$ cat config.mk
export PLATFORM = sky130hd
export DESIGN_NAME = vdi_ctrl
export DESIGN_NICKNAME = d
export VERILOG_FILES = /design/src/rtl/vdi_pkg.sv /design/src/rtl/vdi_ctrl.sv
export SDC_FILE = /design/constraint.sdc
export NUM_CORES = 1
export LEC_CHECK = 0
export ABC_AREA = 1
export BUFFER_PORTS_ARGS = -buffer_cell sky130_fd_sc_hd__clkbuf_2
export CAP_MARGIN = 10
export CELL_PAD_IN_SITES_DETAIL_PLACEMENT = 0
export CELL_PAD_IN_SITES_GLOBAL_PLACEMENT = 2
export CORE_MARGIN = 2
export CORE_UTILIZATION = 13
export DETAILED_ROUTE_END_ITERATION = 10
export PLACE_DENSITY = 0.58
export SYNTH_ARGS = -nofsm -noshare
export SYNTH_HDL_FRONTEND = slang
export SYNTH_SLANG_ARGS = --single-unit
$ cat constraint.sdc
create_clock -name aclk -period 1 [get_ports aclk]
set_clock_uncertainty 0.2 [all_clocks]
set_input_delay 0.15 -clock aclk [delete_from_list [all_inputs] [get_ports aclk]]
set_output_delay 0.15 -clock aclk [all_outputs]
set_load 0.01 [all_outputs]
$ cat src/rtl/vdi_pkg.sv
package vdi_pkg;

    localparam int COORD_W     = 32;
    localparam int INDEX_W     = 8;
    localparam int CFG_ADDR_W  = 8;
    localparam int CFG_DATA_W  = 32;

    localparam logic [CFG_ADDR_W-1:0] REG_UV_ENABLE     = 8'd0;
    localparam logic [CFG_ADDR_W-1:0] REG_NORMAL_ENABLE = 8'd1;

    typedef struct packed {
        logic [COORD_W-1:0] pos_x;
        logic [COORD_W-1:0] pos_y;
        logic [COORD_W-1:0] pos_z;
        logic [COORD_W-1:0] tex_u;
        logic [COORD_W-1:0] tex_v;
        logic [COORD_W-1:0] norm_x;
        logic [COORD_W-1:0] norm_y;
        logic [COORD_W-1:0] norm_z;
    } vdi_key_t;

    typedef struct packed {
        logic load;
        logic scan_en;
        logic commit_hit;
        logic commit_miss;
        logic out_load;
    } vdi_cmd_t;

    typedef struct packed {
        logic hit;
        logic exhausted;
    } vdi_status_t;

endpackage

$ cat src/rtl/vdi_ctrl.sv
module vdi_ctrl (
    input  logic                 aclk,
    input  logic                 aresetn,
    input  logic                 s_valid,
    output logic                 s_ready,
    output logic                 m_valid,
    input  logic                 m_ready,
    input  vdi_pkg::vdi_status_t status,
    output vdi_pkg::vdi_cmd_t    cmd
);
    import vdi_pkg::*;

    typedef enum logic [1:0] {
        ST_IDLE,
        ST_SCAN,
        ST_EMIT
    } state_t;

    state_t state_reg, state_next;
    logic   m_valid_reg, m_valid_next;

    assign s_ready = (state_reg == ST_IDLE);
    assign m_valid = m_valid_reg;

    always_comb begin
        state_next   = state_reg;
        m_valid_next = m_valid_reg && !m_ready;
        cmd          = '0;
        case (state_reg)
            ST_IDLE: begin
                if (s_valid) begin
                    cmd.load   = 1'b1;
                    state_next = ST_SCAN;
                end
            end
            ST_SCAN: begin
                cmd.scan_en = 1'b1;
                if (status.hit) begin
                    cmd.commit_hit = 1'b1;
                    state_next     = ST_EMIT;
                end else if (status.exhausted) begin
                    cmd.commit_miss = 1'b1;
                    state_next      = ST_EMIT;
                end
            end
            ST_EMIT: begin
                if (!m_valid_reg || m_ready) begin
                    cmd.out_load = 1'b1;
                    m_valid_next = 1'b1;
                    state_next   = ST_IDLE;
                end
            end
            default: begin
                state_next = ST_IDLE;
            end
        endcase
    end

    always_ff @(posedge aclk) begin
        if (!aresetn) begin
            state_reg   <= ST_IDLE;
            m_valid_reg <= 1'b0;
        end else begin
            state_reg   <= state_next;
            m_valid_reg <= m_valid_next;
        end
    end

    // one item in flight: accept only from idle
    assert property (@(posedge aclk) disable iff (!aresetn)
        (s_valid && s_ready) |=> (state_reg == ST_SCAN))
        else $error("accepted item did not start a scan");

    assert property (@(posedge aclk) disable iff (!aresetn)
        cmd.out_load |=> m_valid_reg)
        else $error("result load lost");

    assert property (@(posedge aclk) disable iff (!aresetn)
        (status.hit && status.exhausted) |-> 1'b0)
        else $error("hit and exhausted together");

endmodule

==> metrics <==
vias in the first global route=about 180; Final Non-Filler Cells=61; fin crit period=~1.4 ns; Routability Congestion=~0.67; num ports=13; DRT antenna net count=0; setup TNS=-2.21 ns; PortBufs=12; clock sinks=3; CP most frequent cell=inv_2; CP max-delay cell=dfxtp_2; synthesis-stage register bit count=3; worst setup margin=-0.368 ns; Starting Density=13.8%; die height=41.0 um; syn_nets=33; worst skew pair latency=0.23 ns; VDD IR-drop max=between 0.0005 and 0.0006 V; CTS tree=done; initial antenna violation count=0; Syn Inst Count=27; pwr dens=approximately 1300 nW/um^2; max-cap viol count=0; Reg-to-Reg End=state_reg[1]; RR Startpoint=state_reg[0]; area growth from synthesis to layout=101%; Synth Cell Area=approximately 180 um^2; crit path DAT=between 1 and 1.5 ns; sequential fraction of the synthesis area=33.8%; total die area=around 1700 um^2; Hold Violations, Final=3; first-pass GRT wire length=~660 um; total grt overflow=0; Worst Hold Class=input port to flop; total track usage=6.52%; Core Box Area=1280 um^2; Setup CP Type=flop to output port; CP Cell Sequence=inv_2, nor2_4, inv_2, nor3_2, buf_2; Yosys Warn Count=0; die width=a little over 40 um; Iter 0 DRT Violations=3; status=finished, violations left; DR pass1 iterations=3; slew at the pin with the worst max-slew slack=0.207 ns; static leakage=approximately 0.00018 uW; Mean Syn Cell Area=6.58 um^2; unique cell type count in the Yosys netlist=11; H-tree Lvls=1; CP startpoint=state_reg[0]; clock-pin transition on the worst setup and hold timing paths=0.03 ns; Hold Crit Depth=3; critical path launch point type=flop; failing checks=negative hold slack, negative setup slack; DRC=0; worst-path fanout max=2; TritonCTS Buffers=3; Detailed Route WL=about 480 um; Worst Path Required=0.65 ns; final hold slack=-0.0253 ns; CTS Buffer Depth=2; R2R cell count=6; final setup violation count=9; ant diodes=0; # rows=13; Peak Freq=0.731 GHz; largest net degree at the start of global routing=4; flop-to-flop setup slack=-0.16 ns; RSZ-0062 raised after global routing=true; WL/cell=roughly 7.9 um; dpl hpwl=~380 um; commonest cells after routing, fill and taps aside=clkbuf_2, inv_1, nand2_1; commonest non-fill, non-tap cell in the layout=clkbuf_2; Final Max Slew Viols=0; Critical path destination=cmd[1]; worst stage delay on the critical path=~0.33 ns; NumNets Final=between 50 and 60; max reg flops=2; routed via count=about 220; cell total after placement=56; Max transition margin=a little under nine tenths; via/cell ratio=around 3.7; Crit. End Element=output port; Final Cycle Share=137%; share of post-route cells with drive strength above 1=approximately 65%; Root Buffer=clkbuf_4
## how the worst min path moves through the flow
stage	startpoint	end	slack, ns
after floorplan	aresetn	state_reg[0]	0.10
after global placement	aresetn	state_reg[0]	0.21
after detailed placement	aresetn	state_reg[0]	0.22
after CTS	aresetn	state_reg[0]	-0.03
after global routing	aresetn	state_reg[0]	-0.03
final	aresetn	state_reg[0]	-0.03
## repair_timing
action / CTS / global route
pin swaps: 1 / 0
gates resized for setup: 1 / 9
hold endpoints to repair: 3 / 3
endpoints found under the setup margin: 9 / 9
buffers inserted: 0 / 1
## logic make-up (layout without fill, tap and decap cells)
group	Yosys count	in the layout	share of synthesized area, %
simple gates	12	12	35.2
buf+inv	8	27	16.9
compound gates	4	4	14.1
flops	3	3	33.8
## report_power, final
group | switching [uW] | total (uW) | internal (uW)
clock network | 59.2 | 209 | 149
registers | 5.15 | 132 | 127
logic | 55.4 | 108 | 52.9
## synth_stat cells
library cell	instances	area (um^2)
a31oi_1	1	6.26
nor2_1	3	11.3
a21oi_2	1	8.76
dfxtp_1	3	60.1
nor2_2	1	6.26
nand2_1	5	18.8
inv_1	8	30.0
a21oi_1	2	10.0
nor2_4	1	11.3
nor3_2	1	10.0
nand3_1	1	5.00
## final cells by class
| class | instances | area (um^2) |
|---|---|---|
| tap | 15 | 18.8 |
| sequential | 3 | 63.8 |
| clock buffer | 4 | 26.3 |
| multi-input combinational | 16 | 114 |
| inverter | 8 | 30.0 |
| fill | 150 | 927 |
| timing repair buffer | 15 | 105 |
## critical path, delay by kind of cell, from the launching register on
kind | cells | cell delay (ns)
buffers and inverters | 3 | 0.26
flip-flops | 1 | 0.33
AND/OR/NAND/NOR | 2 | 0.19
## per-layer routing
layer	vias up	share of wire (%)	wire [um]	track usage (%)
li1	118	-	-	-
met1	95	35	169	6.21
met2	10	56	270	10.5
met3	0	8.5	41	3.26
met4	0	0	0	5.00
met5	-	0	0	0
## stage by stage
| step | total power (uW) | hold slack [ns] | cell area (um^2) | utilization [%] | setup WS, ns |
|---|---|---|---|---|---|
| 2_1_floorplan | 181 | 0.101 | 191 | - | -0.0902 |
| 3_3_place_gp | 220 | 0.209 | 285 | 22.2 | -0.0875 |
| 3_5_place_dp | 221 | 0.218 | 285 | 22.2 | -0.123 |
| 4_1_cts | 438 | -0.0254 | 313 | 24.3 | -0.374 |
| 5_1_grt | 484 | -0.0336 | 358 | 27.8 | -0.425 |
| 6_report | 449 | -0.0253 | 358 | 27.8 | -0.368 |
Power figures use the tool's default switching activity.
